[src/design/tta_pkg.sv]
`timescale 1ns / 1ps
// ----------------------------------------------------------------------------
// tta_pkg: shared types and constants of the adaptive Taylor tangent block
// Widths, fixed constants, datapath command codes, controller states and the
// power-of-ten table.
// ----------------------------------------------------------------------------
package tta_pkg;

    localparam int WORD_W   = 64;
    localparam int DWORD_W  = 128;
    localparam int ANGLE_W  = 24;
    localparam int TOL_W    = 32;
    localparam int TAN_W    = 32;
    localparam int STATUS_W = 2;
    localparam int ROUND_W  = 5;

    localparam int MAX_TERMS_DEF  = 12;
    localparam int MAX_ROUNDS_DEF = 10;
    localparam int FRAC_BITS_DEF  = 30;

    // pi * 10^9 and 180 * 10^9 for the degree to radian conversion
    localparam logic [WORD_W-1:0] PI_E9     = 64'd3141592654;
    localparam logic [WORD_W-1:0] CONV_DEN  = 64'd180000000000;
    localparam logic [WORD_W-1:0] CONV_HALF = 64'd90000000000;
    // reciprocal of the conversion divisor is scaled by 2^RCP_SHIFT
    localparam int               RCP_SHIFT = 100;
    localparam logic [WORD_W-1:0] PCT_SCALE = 64'd50;
    localparam int               RT_SHIFT  = 24;
    localparam logic [WORD_W-1:0] TAN_SCALE = 64'd131072;

    localparam logic [TAN_W-1:0] TAN_POS_LIM = 32'h7FFF_FFFF;
    localparam logic [TAN_W-1:0] TAN_NEG_LIM = 32'h8000_0000;

    typedef enum logic [STATUS_W-1:0] {
        ST_OK    = 2'd0,
        ST_SAT   = 2'd1,
        ST_LIMIT = 2'd2
    } status_t;

    typedef enum logic [4:0] {
        OP_NONE,
        OP_LOAD,
        OP_MUL_CONV,
        OP_MUL_RCP,
        OP_X_SET,
        OP_X_ADD,
        OP_MUL_X2,
        OP_X2_SET,
        OP_SIN_INIT,
        OP_COS_INIT,
        OP_MUL_TERM,
        OP_DIV_TERM,
        OP_TERM_SET,
        OP_ACC,
        OP_MUL_TEST,
        OP_SER_END,
        OP_NEXT_TERM,
        OP_MUL_RT1,
        OP_DIV_RT,
        OP_RT_Q,
        OP_MUL_C2,
        OP_C2_SET,
        OP_MUL_RHS,
        OP_ROUND_END,
        OP_ROUND_LAST,
        OP_NEXT_ROUND,
        OP_OUT_ZERO,
        OP_MUL_TAN,
        OP_DIV_TAN,
        OP_OUT_TAN
    } dp_op_t;

    typedef enum logic [4:0] {
        S_IDLE,
        S_CONV_M,
        S_CONV_MW,
        S_CONV_RW,
        S_CONV_QW,
        S_X2_M,
        S_X2_MW,
        S_ROUND,
        S_TERM_CHK,
        S_TERM_M,
        S_TERM_MW,
        S_TERM_DW,
        S_ACC,
        S_TEST_M,
        S_TEST_MW,
        S_COS,
        S_RT_M1,
        S_RT_M1W,
        S_RT_DW,
        S_RT_M2,
        S_RT_M2W,
        S_RT_M3,
        S_RT_M3W,
        S_FIN,
        S_FIN_MW,
        S_FIN_DW
    } ctrl_state_t;

    typedef struct packed {
        dp_op_t op;
    } dp_cmd_t;

    typedef struct packed {
        logic mul_done;
        logic div_done;
        logic need_upd;   // term must be advanced before accumulating
        logic conv;       // series stop test passes
        logic last_term;
        logic odd;        // sine series in progress
        logic pass;       // round stop test passes
        logic last_round;
        logic ca_zero;
    } dp_stat_t;

    function automatic logic [WORD_W-1:0] pow10(input logic [ROUND_W-1:0] n);
        logic [WORD_W-1:0] v;
        case (n)
            5'd0:    v = 64'd1;
            5'd1:    v = 64'd10;
            5'd2:    v = 64'd100;
            5'd3:    v = 64'd1000;
            5'd4:    v = 64'd10000;
            5'd5:    v = 64'd100000;
            5'd6:    v = 64'd1000000;
            5'd7:    v = 64'd10000000;
            5'd8:    v = 64'd100000000;
            5'd9:    v = 64'd1000000000;
            5'd10:   v = 64'd10000000000;
            5'd11:   v = 64'd100000000000;
            5'd12:   v = 64'd1000000000000;
            5'd13:   v = 64'd10000000000000;
            5'd14:   v = 64'd100000000000000;
            5'd15:   v = 64'd1000000000000000;
            5'd16:   v = 64'd10000000000000000;
            default: v = 64'd100000000000000000;
        endcase
        return v;
    endfunction

endpackage

[src/design/tta_ctrl.sv]
`timescale 1ns / 1ps
// ----------------------------------------------------------------------------
// tta_ctrl: sequencing state machine
// Steps the datapath through conversion, series terms, round tests and the
// final division, or the saturated output when the cosine is zero.
// ----------------------------------------------------------------------------
module tta_ctrl (
    input  logic               clk,
    input  logic               rst_n,
    input  logic               start,
    output logic               busy,
    input  tta_pkg::dp_stat_t  stat,
    output tta_pkg::dp_cmd_t   cmd
);
    import tta_pkg::*;

    ctrl_state_t state_reg;
    ctrl_state_t state_next;

    always_ff @(posedge clk or negedge rst_n)
    begin
        if (!rst_n)
            state_reg <= S_IDLE;
        else
            state_reg <= state_next;
    end

    always_comb
    begin
        state_next = state_reg;
        case (state_reg)
            S_IDLE:     if (start) state_next = S_CONV_M;
            S_CONV_M:   state_next = S_CONV_MW;
            S_CONV_MW:  if (stat.mul_done) state_next = S_CONV_RW;
            S_CONV_RW:  if (stat.mul_done) state_next = S_CONV_QW;
            S_CONV_QW:  if (stat.mul_done) state_next = S_X2_M;
            S_X2_M:     state_next = S_X2_MW;
            S_X2_MW:    if (stat.mul_done) state_next = S_ROUND;
            S_ROUND:    state_next = S_TERM_CHK;
            S_TERM_CHK: state_next = stat.need_upd ? S_TERM_M : S_ACC;
            S_TERM_M:   state_next = S_TERM_MW;
            S_TERM_MW:  if (stat.mul_done) state_next = S_TERM_DW;
            S_TERM_DW:  if (stat.div_done) state_next = S_ACC;
            S_ACC:      state_next = S_TEST_M;
            S_TEST_M:   state_next = S_TEST_MW;
            S_TEST_MW:
            begin
                if (stat.mul_done)
                begin
                    if (stat.conv || stat.last_term)
                        state_next = stat.odd ? S_COS : S_RT_M1;
                    else
                        state_next = S_TERM_CHK;
                end
            end
            S_COS:      state_next = S_TERM_CHK;
            S_RT_M1:    state_next = S_RT_M1W;
            S_RT_M1W:   if (stat.mul_done) state_next = S_RT_DW;
            S_RT_DW:    if (stat.div_done) state_next = S_RT_M2;
            S_RT_M2:    state_next = S_RT_M2W;
            S_RT_M2W:   if (stat.mul_done) state_next = S_RT_M3;
            S_RT_M3:    state_next = S_RT_M3W;
            S_RT_M3W:
            begin
                if (stat.mul_done)
                    state_next = (stat.pass || stat.last_round) ? S_FIN : S_ROUND;
            end
            S_FIN:      state_next = stat.ca_zero ? S_IDLE : S_FIN_MW;
            S_FIN_MW:   if (stat.mul_done) state_next = S_FIN_DW;
            S_FIN_DW:   if (stat.div_done) state_next = S_IDLE;
            default:    state_next = S_IDLE;
        endcase
    end

    always_comb
    begin
        cmd.op = OP_NONE;
        case (state_reg)
            S_IDLE:     if (start) cmd.op = OP_LOAD;
            S_CONV_M:   cmd.op = OP_MUL_CONV;
            S_CONV_MW:  if (stat.mul_done) cmd.op = OP_MUL_RCP;
            S_CONV_RW:  if (stat.mul_done) cmd.op = OP_X_SET;
            S_CONV_QW:  if (stat.mul_done) cmd.op = OP_X_ADD;
            S_X2_M:     cmd.op = OP_MUL_X2;
            S_X2_MW:    if (stat.mul_done) cmd.op = OP_X2_SET;
            S_ROUND:    cmd.op = OP_SIN_INIT;
            S_TERM_M:   cmd.op = OP_MUL_TERM;
            S_TERM_MW:  if (stat.mul_done) cmd.op = OP_DIV_TERM;
            S_TERM_DW:  if (stat.div_done) cmd.op = OP_TERM_SET;
            S_ACC:      cmd.op = OP_ACC;
            S_TEST_M:   cmd.op = OP_MUL_TEST;
            S_TEST_MW:
            begin
                if (stat.mul_done)
                    cmd.op = (stat.conv || stat.last_term) ? OP_SER_END : OP_NEXT_TERM;
            end
            S_COS:      cmd.op = OP_COS_INIT;
            S_RT_M1:    cmd.op = OP_MUL_RT1;
            S_RT_M1W:   if (stat.mul_done) cmd.op = OP_DIV_RT;
            S_RT_DW:    if (stat.div_done) cmd.op = OP_RT_Q;
            S_RT_M2:    cmd.op = OP_MUL_C2;
            S_RT_M2W:   if (stat.mul_done) cmd.op = OP_C2_SET;
            S_RT_M3:    cmd.op = OP_MUL_RHS;
            S_RT_M3W:
            begin
                if (stat.mul_done)
                begin
                    if (stat.pass)
                        cmd.op = OP_ROUND_END;
                    else if (stat.last_round)
                        cmd.op = OP_ROUND_LAST;
                    else
                        cmd.op = OP_NEXT_ROUND;
                end
            end
            S_FIN:      cmd.op = stat.ca_zero ? OP_OUT_ZERO : OP_MUL_TAN;
            S_FIN_MW:   if (stat.mul_done) cmd.op = OP_DIV_TAN;
            S_FIN_DW:   if (stat.div_done) cmd.op = OP_OUT_TAN;
            default:    cmd.op = OP_NONE;
        endcase
    end

    assign busy = (state_reg != S_IDLE);

endmodule
[config.mk]
export PLATFORM = sky130hd
export DESIGN_NAME = tta_ctrl
export DESIGN_NICKNAME = d
export VERILOG_FILES = /design/src/design/tta_pkg.sv /design/src/design/tta_ctrl.sv
export SDC_FILE = /design/constraint.sdc
export NUM_CORES = 1
export LEC_CHECK = 0
export BUFFER_PORTS_ARGS = -buffer_cell sky130_fd_sc_hd__buf_2
export CELL_PAD_IN_SITES_DETAIL_PLACEMENT = 2
export CELL_PAD_IN_SITES_GLOBAL_PLACEMENT = 2
export CORE_ASPECT_RATIO = 0.6
export CORE_MARGIN = 5
export CORE_UTILIZATION = 25
export DETAILED_ROUTE_END_ITERATION = 12
export GPL_TIMING_DRIVEN = 0
export PLACE_DENSITY = 0.78
export SLEW_MARGIN = 10
export SYNTH_ARGS = -nofsm -noshare
export SYNTH_HDL_FRONTEND = slang
export SYNTH_SLANG_ARGS = --single-unit
[constraint.sdc]
create_clock -name clk -period 4.8 [get_ports clk]
set_clock_uncertainty 0.15 [all_clocks]
set_input_delay 0.96 -clock clk [delete_from_list [all_inputs] [get_ports clk]]
set_output_delay 0.96 -clock clk [all_outputs]
set_load 0.01 [all_outputs]
## Yosys cells after proc, flatten, opt, wreduce, memory -nomap -nowiden

Index checks and enable logic that the tools add are counted.

| cells by class | value |
|---|---|
| multiplexer cells | 39 |
| eq/ne operators | 39 |
| reduce and logical (&&, ||, !) cells | 6 |

Operator list:

| cell | number |
|---|---|
| case mux 5 bit (25 select lines) | 2 |
| two-way mux 5 bit | 26 |
| equality test 5 bit (second input constant) | 10 |
| equality test 5 x 4 -> 1 bit (second input constant) | 8 |
| != test 2 bit (second input constant) | 14 |
| equality test 5 x 3 -> 1 bit (second input constant) | 4 |
| AND reduction 14 bit | 1 |
| two-way mux 3 bit | 4 |
| two-way mux 4 bit | 3 |
| equality test 5 x 2 -> 1 bit (second input constant) | 2 |
| equality test 5 x 1 -> 1 bit (second input constant) | 1 |
| logical NOT 5 bit | 1 |
| nonzero test 5 bit | 1 |
| two-way mux 1 bit | 3 |
| logical OR 1 bit | 2 |
| two-way mux 2 bit | 1 |
| OR reduction 2 bit | 1 |

| storage, ports and cells | value |
|---|---|
| register bits after elaboration | 5 |
| word-level logic and storage cells | 85 |
| output and inout bits | 6 |
| input port bits | 12 |

## Longest topological paths before layout

Gate-level depths: netlist of run 1.

| depth | value |
|---|---|
| depth after elaboration | 4 |
| depth in mapped cells | 7 |
| depth with buffers taken out | 5 |

## Least setup slack after synthesis of run 1

No wires, ideal clock.

| path | value |
|---|---|
| path kind | input to output |
| start point | input stat[8] (netlist bit) |
| end point | output cmd[2] (netlist bit) |
| slack | 1.831 ns |
| buffers on the path | 1 |
| data required time | 3.690 ns |
| arrival | 1.859 ns |
| stages on the path | 6 |
| cells stage by stage | clkbuf_1 nor2b_1 a21boi_0 o22ai_1 a32oi_1 nand3_1 |

RTL lines:

| what | line | RTL |
|---|---|---|
| from (decl) | tta_ctrl.sv:12 | `input tta_pkg::dp_stat_t stat,` |
| to (decl) | tta_ctrl.sv:13 | `output tta_pkg::dp_cmd_t cmd` |

==> run metrics, run 1 <==
largest net degree at the start of global routing=11; Vias/cell=approximately 6.0; crit path launch type=input pin; crit-path max FO=10; initial antenna violation count=0; critical path endpoint category=output port; post-CTS resize count=0; IO Pins=18; Post-synth ARST share=100%; die area=5240 um^2; syn nets=~150; WL per Instance=21.9 um; total core area=roughly 3700 um^2; # Post-CTS Setup Buffers=0; RD Place Congestion=between 0.9 and 1; CTS tree=done; measured slew at the worst slew-check pin=about 0.66 ns; vias in the first global route=1275; # setup viols final=0; share of layout cells above drive strength 1=about a quarter; synth warn=0; Area contributors post-synth=dfrtp_1, nand2_1, mux2_4; period utilization=between 70% and 80%; sequential share of the synthesized area=around 13%; first-pass GRT wire length=roughly 7000 um; area leader, netlist=dfrtp_1; Post-DRT Antenna Nets=0; clock sinks=5; synth unique cells=54; final count of hold timing violations=0; total CTS buffers=3; type of the most critical hold path=input pin to async pin; post-route setup slack=between 1 and 1.5 ns; Leak Pwr=between 0.4 and 0.5 nW; Post-synth EDFFs=0; crit path from=stat[8]; Avg Cell Area, Syn=7.25 um^2; Rel. slew slack=between 50% and 60%; Reg2Reg Depth=6; hold_buf cts=0; setup TNS=0 ns; most frequent cells in the layout=buf_2, nand2_1, nor2_1; GRT overflow=0; Area growth syn-to-layout=19.6%; Worst R2R Setup Slack=approximately 2.7 ns; nets=167; outcome=complete, no violations; Synth top area share=about 13%; Setup CP Type=input pin to output port; RSZ-0062 raised after global routing=false; Initial Util=approximately a quarter; Place WS=between 1 and 1.5 ns; count of input and output buffers=17; Arr. time, crit path=between 2 and 3 ns; # Max-Cap Violations=0; minimum clock period after layout=between 3 and 4 ns; worst path required time=~3.7 ns; pwr dens=785 nW/um^2; most common cell after layout, fill and taps aside=buf_2; Rows=17; Die W=~90 um; Detailed Place HPWL=between 3000 and 4000 um; Post-Syn Instances=around 130; Remaining DRCs=0; Top FF cell, synth=dfrtp_1; drt pass-1 iters=4; FF+latch count, synth=5; clock buffer depth=2; die height=58.1 um; clk slew on worst S/H paths=~0.040 ns; max FFs per register=5; Critical R2R Capture=state_reg[0]; H-tree levels=1; Syn Std Cell Area=roughly 960 um^2; maximum VDD drop=about 0.17 mV; WL final=4390 um; Max Clock Freq=0.273 GHz; number of antenna diodes=0; worst reg2reg startpoint=state_reg[0]; clk_lat worst skew=between 0.2 and 0.25 ns; via count=around 1.2k; Starting DRT DRC Count=64; fin. max-slew vios=0; gr usage total=16.6%; root buffer cell=clkbuf_8
-- cell families after synthesis --
| logic type | count (synthesis) | share of synthesized area (%) |
|---|---|---|
| flops | 5 | 13.0 |
| mux | 4 | 5.71 |
| simple gates | 57 | 32.7 |
| buf+inv | 17 | 8.69 |
| compound gates | 48 | 38.0 |
| xor+xnor | 1 | 0.908 |
| fa+ha+maj | 1 | 1.04 |
-- cell usage after synthesis (2+ instances only) --
master / count
nand4_1: 3
nor2b_1: 5
a21oi_1: 6
nand2_1: 13
o22ai_1: 4
o32ai_1: 2
dfrtp_1: 5
o21ai_0: 7
nor4_1: 5
a2111oi_0: 2
a32oi_1: 2
nor2_1: 8
a22oi_1: 2
a211oi_1: 2
nand3_1: 4
clkbuf_1: 3
a211o_1: 2
a21o_1: 2
mux2_4: 3
a31oi_1: 3
o21a_1: 2
inv_1: 4
nand2b_1: 5
nor3_1: 3
buf_2: 7
-- where the power goes --
part	switching [W]	leakage, nW	internal, W
clock	0.0000223	0.0228	0.0000572
combinational	0.000444	0.389	0.000293
sequential	0.0000258	0.0601	0.0000634
total	0.000492	0.472	0.000414
-- through the flow --
step	utilization [%]	std cells	hold WS, ns	cell area (um^2)	total power [W]
after CTS	31.2	201	0.401	1150	0.000894
after detailed placement	30.0	197	0.525	1110	0.000808
after global routing	31.2	201	0.404	1150	0.000964
after global placement	30.0	197	0.529	1110	0.000778
after floorplan	-	133	0.402	965	0.000598
final	31.2	201	0.401	1150	0.000906
-- final cells by class --
type	instances	area, um^2
repair buffers	17	85.1
inverters	4	15.0
flip-flops and latches	5	125
fillers	457	2550
well taps	47	58.8
plain buffers	13	68.8
multi-input cells	111	756
clock buffers	4	45.0
-- worst max path at each step --
stage	to	slack (ns)
after floorplan	cmd[2]	1.83
after global placement	cmd[3]	1.19
after global routing	cmd[3]	1.04
after CTS	cmd[3]	1.19
final	cmd[3]	1.13
after detailed placement	cmd[3]	1.20
-- per-layer routing --
layer	part of all wire (%)	vias up	GRT usage [%]
met5	0	-	0
met4	0.48	0	5.52
met3	3.8	2	1.17
met2	42	38	25.0
met1	53	621	24.8
li1	-	553	-
-- critical path: stages --
cell	delay, ns
buf_2	0.11
clkbuf_1	0.40
a21oi_1	0.13
a2111oi_0	0.63
a211oi_1	0.12
nand2_1	0.10
buf_2	0.12
(Power assumes the default switching activity.)
==> run 2, diff against run 1 <==
--- a/config.mk
+++ b/config.mk
@@ -5,6 +5,7 @@
 export SDC_FILE = /design/constraint.sdc
 export NUM_CORES = 1
 export LEC_CHECK = 0
+export ABC_AREA = 1
 export BUFFER_PORTS_ARGS = -buffer_cell sky130_fd_sc_hd__buf_2
 export CELL_PAD_IN_SITES_DETAIL_PLACEMENT = 2
 export CELL_PAD_IN_SITES_GLOBAL_PLACEMENT = 2
@@ -13,7 +14,7 @@
 export CORE_UTILIZATION = 25
 export DETAILED_ROUTE_END_ITERATION = 12
 export GPL_TIMING_DRIVEN = 0
-export PLACE_DENSITY = 0.78
+export PLACE_DENSITY = 0.85
 export SLEW_MARGIN = 10
 export SYNTH_ARGS = -nofsm -noshare
 export SYNTH_HDL_FRONTEND = slang
==> constraint.sdc (replaced) <==
create_clock -name clk -period 3.6 [get_ports clk]
set_clock_uncertainty 0.15 [all_clocks]
set_input_delay 0.72 -clock clk [delete_from_list [all_inputs] [get_ports clk]]
set_output_delay 0.72 -clock clk [all_outputs]
set_load 0.01 [all_outputs]
==> run metrics, run 2 <==
Finished Cell Area=1330 um^2 (+15%); drt pass-1 iters=4 (unchanged); cell with the most instances after synthesis=nand2_1; slowest stage delay, CP=0.36 ns (-0.27 ns); RD Place Congestion=0.887 (-4.0%); Rows=18 (+1); count of input and output buffers=16 (-1); Place WS=0.650 ns (-0.551 ns); post-route setup slack=0.586 ns (-0.546 ns); syn nets=231 (+59%); Avg Cell Area, Syn=5.14 um^2 (-29%); die height=62.0 um (+6.6%); sequential share of the synthesized area=11.1% (-1.8 points); final count of hold timing violations=0 (unchanged); vias in the first global route=1538 (+21%); # setup viols final=0 (unchanged); gr usage total=18.3% (+1.8 points); Hold Slack=0.159 ns (-0.242 ns); max FFs per register=5 (unchanged); Vias/cell=5.14 (-15%); Setup CP Type=input pin to output port; crit path launch type=input pin; CP Cell Sequence=clkbuf_1, inv_1, nor2_1, nand2_1, nand3_1, nor3_1, nand3_1, buf_2; fin. max-slew vios=0 (unchanged); nets=252 (+51%); root buffer cell=clkbuf_8; area leader, netlist=nand2_1; first-pass GRT wire length=8140 um (+17%); clk_lat worst skew=0.22 ns (about the same); CTS tree=done; Starting DRT DRC Count=98 (+53%); WL final=5120 um (+17%); H-tree levels=1 (unchanged); synth unique cells=25 (-54%); most common library cells after synthesis=nand2_1, nor2_1, nand3_1, inv_1, nor2_2; maximum VDD drop=0.339 mV (+96%); Max Clock Freq=0.332 GHz; pwr dens=840 nW/um^2 (+6.9%); clock sinks=5 (unchanged); worst path required time=2.73 ns (-0.96 ns); Post-synth EDFFs=0 (unchanged); # Max-Cap Violations=0 (unchanged); Post-synth ARST share=100% (unchanged); Detailed Place HPWL=4390 um (+29%); hold_buf cts=0 (unchanged); Rel. slew slack=64.2% (+9.3 points); minimum clock period after layout=3.01 ns; measured slew at the worst slew-check pin=0.537 ns (-0.122 ns); Arr. time, crit path=2.14 ns (-0.42 ns); clock buffer depth=2 (unchanged); crit-path max FO=10 (unchanged); number of antenna diodes=0 (unchanged); Post-DRT Antenna Nets=0 (unchanged); Syn Std Cell Area=1120 um^2 (+17%); setup TNS=0 ns (unchanged); # Post-CTS Setup Buffers=0 (unchanged); Leak Pwr=0.807 nW (+71%); clk slew on worst S/H paths=0.04 ns (about the same); most common cell after layout, fill and taps aside=nand2_1; Initial Util=26.6% (+0.50 points); via count=1537 (+27%); FF+latch count, synth=5 (unchanged); Die W=96.6 um (+7.1%); Synth top area share=23.0% (+10 points); most repeated library cell on the critical path=nand3_1; RSZ-0062 raised after global routing=false; type of the most critical hold path=input pin to async pin; outcome=complete, no violations; critical path endpoint category=output port; total core area=4230 um^2 (+14%); Area growth syn-to-layout=17.8%; share of layout cells above drive strength 1=20.5% (-5.5 points); Slowest cell on crit path=nor3_1; Remaining DRCs=0 (unchanged); GRT overflow=0 (unchanged); most frequent cells in the layout=nand2_1, nor2_1, nand3_1; post-CTS resize count=0 (unchanged); Post-DP Area=1280 um^2 (+15%); Post-Syn Instances=219 (+65%); die area=5980 um^2 (+14%); Area contributors post-synth=nand2_1, nand3_1, nor2_1; largest net degree at the start of global routing=11 (unchanged); initial antenna violation count=0 (unchanged); IO Pins=18 (unchanged); WL per Instance=17.1 um (-22%); synth warn=0 (unchanged); total CTS buffers=3 (unchanged); Top FF cell, synth=dfrtp_1; period utilization=between 80% and 90%
[run 2: cell count changes after synthesis, moves of 7 or more]
| cell | before | now |
|---|---|---|
| nand2_1 | 13 | 69 |
| nand3_1 | 4 | 36 |
| nor2_1 | 8 | 39 |
| inv_1 | 4 | 16 |
| nor2_2 | 0 | 8 |
| buf_2 | 7 | 0 |
[run 2: path summary, 6_finish.rpt]
kind,endpoint,start,cells after the start,slack (ns)
max,cmd[0],stat[8],8,0.59
min,state_reg[0],rst_n,1,0.16
max reg2reg,state_reg[4],state_reg[0],10,1.72
min reg2reg,state_reg[2],state_reg[2],3,0.49
max in group asynchronous,state_reg[2],rst_n,1,3.00
min in group clk,state_reg[2],state_reg[2],3,0.49
[run 2: logic make-up (layout without fill, tap and decap cells)]
logic type | count (synthesis) | after routing | share of synthesized area [%]
buffers and inverters | 29 | 49 | 12.0
AND/OR/NAND/NOR | 176 | 176 | 71.3
AO/OA/AOI/OAI | 9 | 9 | 5.56
flip-flops | 5 | 5 | 11.1
[run 2: final cells by class]
class / count / area (um^2)
inverter: 22 / 82.6
sequential: 5 / 125
timing repair buffer: 16 / 80.1
buffer: 7 / 52.6
multi-input combinational: 185 / 865
clock buffer: 4 / 45.0
fill: 606 / 2910
tap: 60 / 75.1
[run 2: critical path, delay by kind of cell]
kind | cells | cell delay [ns]
buffers and inverters | 3 | 0.67
and+or+nand+nor | 5 | 0.75
[run 2: metrics by stage]
| stage | std cells | util [%] | power [W] |
|---|---|---|---|
| after floorplan | 219 | - | 0.000721 |
| after global placement | 295 | 30.2 | 0.000959 |
| after detailed placement | 295 | 30.2 | 0.000999 |
| after CTS | 299 | 31.3 | 0.00112 |
| after global routing | 299 | 31.3 | 0.00123 |
| final | 299 | 31.3 | 0.00111 |
[run 2: routing by layer]
metal | GRT usage, % | share of wire (%)
met1 | 28.5 | 53
met2 | 26.9 | 40
met3 | 4.21 | 6.8
met4 | 0.599 | 0
met5 | 0 | 0
[run 2: where the power goes]
part / leakage, nW / total [W] / internal, W / switching, W
clock network: 0.0228 / 0.000108 / 0.0000764 / 0.0000311
registers: 0.0644 / 0.000108 / 0.0000840 / 0.0000238
logic: 0.720 / 0.000898 / 0.000280 / 0.000618
==> run 3, diff against run 2 <==
--- a/config.mk
+++ b/config.mk
@@ -14,7 +14,7 @@
 export CORE_UTILIZATION = 25
 export DETAILED_ROUTE_END_ITERATION = 12
 export GPL_TIMING_DRIVEN = 0
-export PLACE_DENSITY = 0.85
+export PLACE_DENSITY = 0.88
 export SLEW_MARGIN = 10
 export SYNTH_ARGS = -nofsm -noshare
 export SYNTH_HDL_FRONTEND = slang
==> constraint.sdc (replaced) <==
create_clock -name clk -period 2.5 [get_ports clk]
set_clock_uncertainty 0.15 [all_clocks]
set_input_delay 0.5 -clock clk [delete_from_list [all_inputs] [get_ports clk]]
set_output_delay 0.5 -clock clk [all_outputs]
set_load 0.01 [all_outputs]
==> run metrics, run 3 (same netlist as run 2, synthesis figures left out) <==
outcome=complete, no violations; max FFs per register=5 (unchanged); Rows=18 (unchanged); Starting DRT DRC Count=102 (+4.1%); fin. max-slew vios=0 (unchanged); slowest stage delay, CP=0.27 ns (-0.09 ns); Remaining DRCs=0 (unchanged); nets=261 (+3.6%); root buffer cell=clkbuf_8; Place WS=-0.0339 ns (-0.684 ns); most common cell after layout, fill and taps aside=nand2_1; total core area=4230 um^2 (unchanged); total CTS buffers=3 (unchanged); post-route setup slack=0.0927 ns (-0.493 ns); CP Cell Sequence=clkbuf_2, clkinvlp_4, nor2_1, nand2_1, nand3_1, nor3_2, nand3_1, buf_2; count of input and output buffers=16 (unchanged); initial antenna violation count=0 (unchanged); drt pass-1 iters=4 (unchanged); die area=5980 um^2 (unchanged); final count of hold timing violations=0 (unchanged); measured slew at the worst slew-check pin=0.328 ns (-0.209 ns); critical path endpoint category=output port; Detailed Place HPWL=4510 um (+2.8%); Finished Cell Area=1550 um^2 (+17%); WL per Instance=17.7 um (+3.3%); Die W=96.6 um (unchanged); Max Clock Freq=roughly 0.42 GHz; Hold Slack=0.487 ns (+0.329 ns); die height=62.0 um (unchanged); most frequent cells in the layout=nand2_1, nor2_1, nand3_1; Post-DP Area=1280 um^2 (unchanged); Leak Pwr=0.880 nW (+9.1%); WL final=5450 um (+6.4%); number of antenna diodes=0 (unchanged); type of the most critical hold path=input pin to async pin; Post-DRT Antenna Nets=0 (unchanged); via count=1578 (+2.7%); worst path required time=1.85 ns (-0.88 ns); Vias/cell=5.12 (-0.33%); Initial Util=26.6% (unchanged); IO Pins=18 (unchanged); Setup CP Type=input pin to output port; pwr dens=1190 nW/um^2 (+42%); # setup viols final=0 (unchanged); clock buffer depth=2 (unchanged); clk_lat worst skew=0.22 ns (about the same); vias in the first global route=1559 (+1.4%); crit path launch type=input pin; GRT overflow=0 (unchanged); maximum VDD drop=0.541 mV (+59%); period utilization=a little over nine tenths; H-tree levels=1 (unchanged); Rel. slew slack=78.1% (+14 points); # Max-Cap Violations=0 (unchanged); crit-path max FO=10 (unchanged); clock sinks=5 (unchanged); RD Place Congestion=0.900 (+1.5%); largest net degree at the start of global routing=11 (unchanged); first-pass GRT wire length=8560 um (+5.2%); CTS tree=done; gr usage total=19.2% (+0.87 points); setup TNS=0 ns (unchanged); clk slew on worst S/H paths=0.04 ns (about the same); most repeated library cell on the critical path=nand3_1; final core occ=36.6% (+5.3 points); Arr. time, crit path=1.76 ns (-0.38 ns); Area growth syn-to-layout=37.8%; minimum clock period after layout=2.41 ns; Slowest cell on crit path=nor3_2; share of layout cells above drive strength 1=31.0% (+11 points)
[run 3: changes by cell type in the layout (fill, tap and decap cells not counted), sizes merged]
cell / delta
clkinvlp: +1
buf: +8
dlygate4sd3: +1
inv: -1
[run 3: final timing paths]
| kind | start | cells past startpoint | endpoint | slack [ns] |
|---|---|---|---|---|
| max | stat[8] | 8 | cmd[0] | 0.09 |
| max in group asynchronous | rst_n | 2 | state_reg[1] | 1.56 |
| min in group clk | state_reg[2] | 3 | state_reg[2] | 0.49 |
| min reg2reg | state_reg[2] | 3 | state_reg[2] | 0.49 |
| min | rst_n | 2 | state_reg[3] | 0.49 |
| max reg2reg | state_reg[2] | 11 | state_reg[3] | 0.72 |
[run 3: power breakdown]
| part | internal (W) | switching, W | total [W] | leakage, nW |
|---|---|---|---|---|
| logic | 0.000560 | 0.000977 | 0.00154 | 0.796 |
| clock network | 0.000109 | 0.0000392 | 0.000149 | 0.0228 |
| registers | 0.000124 | 0.0000409 | 0.000165 | 0.0617 |
[run 3: final cells by class]
type                            instances  area (um^2)
Sequential cell                         5          128
Tap cell                               60         75.1
Inverter                               22         91.3
Buffer                                  7         76.3
Fill cell                             574         2680
Timing Repair Buffer                   25          163
Clock buffer                            4         45.0
Multi-Input combinational cell        185          972
[run 3: per-stage QoR]
| step | power, W | instances |
|---|---|---|
| floorplan | 0.00104 | 219 |
| global placement | 0.00138 | 295 |
| detailed placement | 0.00145 | 295 |
| CTS | 0.00168 | 303 |
| global route | 0.00202 | 308 |
| finish | 0.00185 | 308 |
[run 3: timing repair]
action                     4_1_cts  5_1_grt
setup endpoints to repair        5        5
resized for setup               10       28
hold buffers                     1        0
pin swaps                        1        3
buffers inserted                 3        5
hold endpoints to repair         5        0
gates cloned                     0        0
[run 3: worst max-delay path: cells and delay by family]
family	cells	cell delay (ns)
AND/OR/NAND/NOR	5	0.67
buffers and inverters	3	0.58
[run 3: routing by layer]
layer  wire (um)  vias up  track usage [%]  part of all wire, %
li1            -      769                -                    -
met1        2750      769             29.3                   51
met2        2330       40             29.3                   43
met3         361        0             3.85                  6.6
met4           0        0            0.599                    0
met5           0        -                0                    0
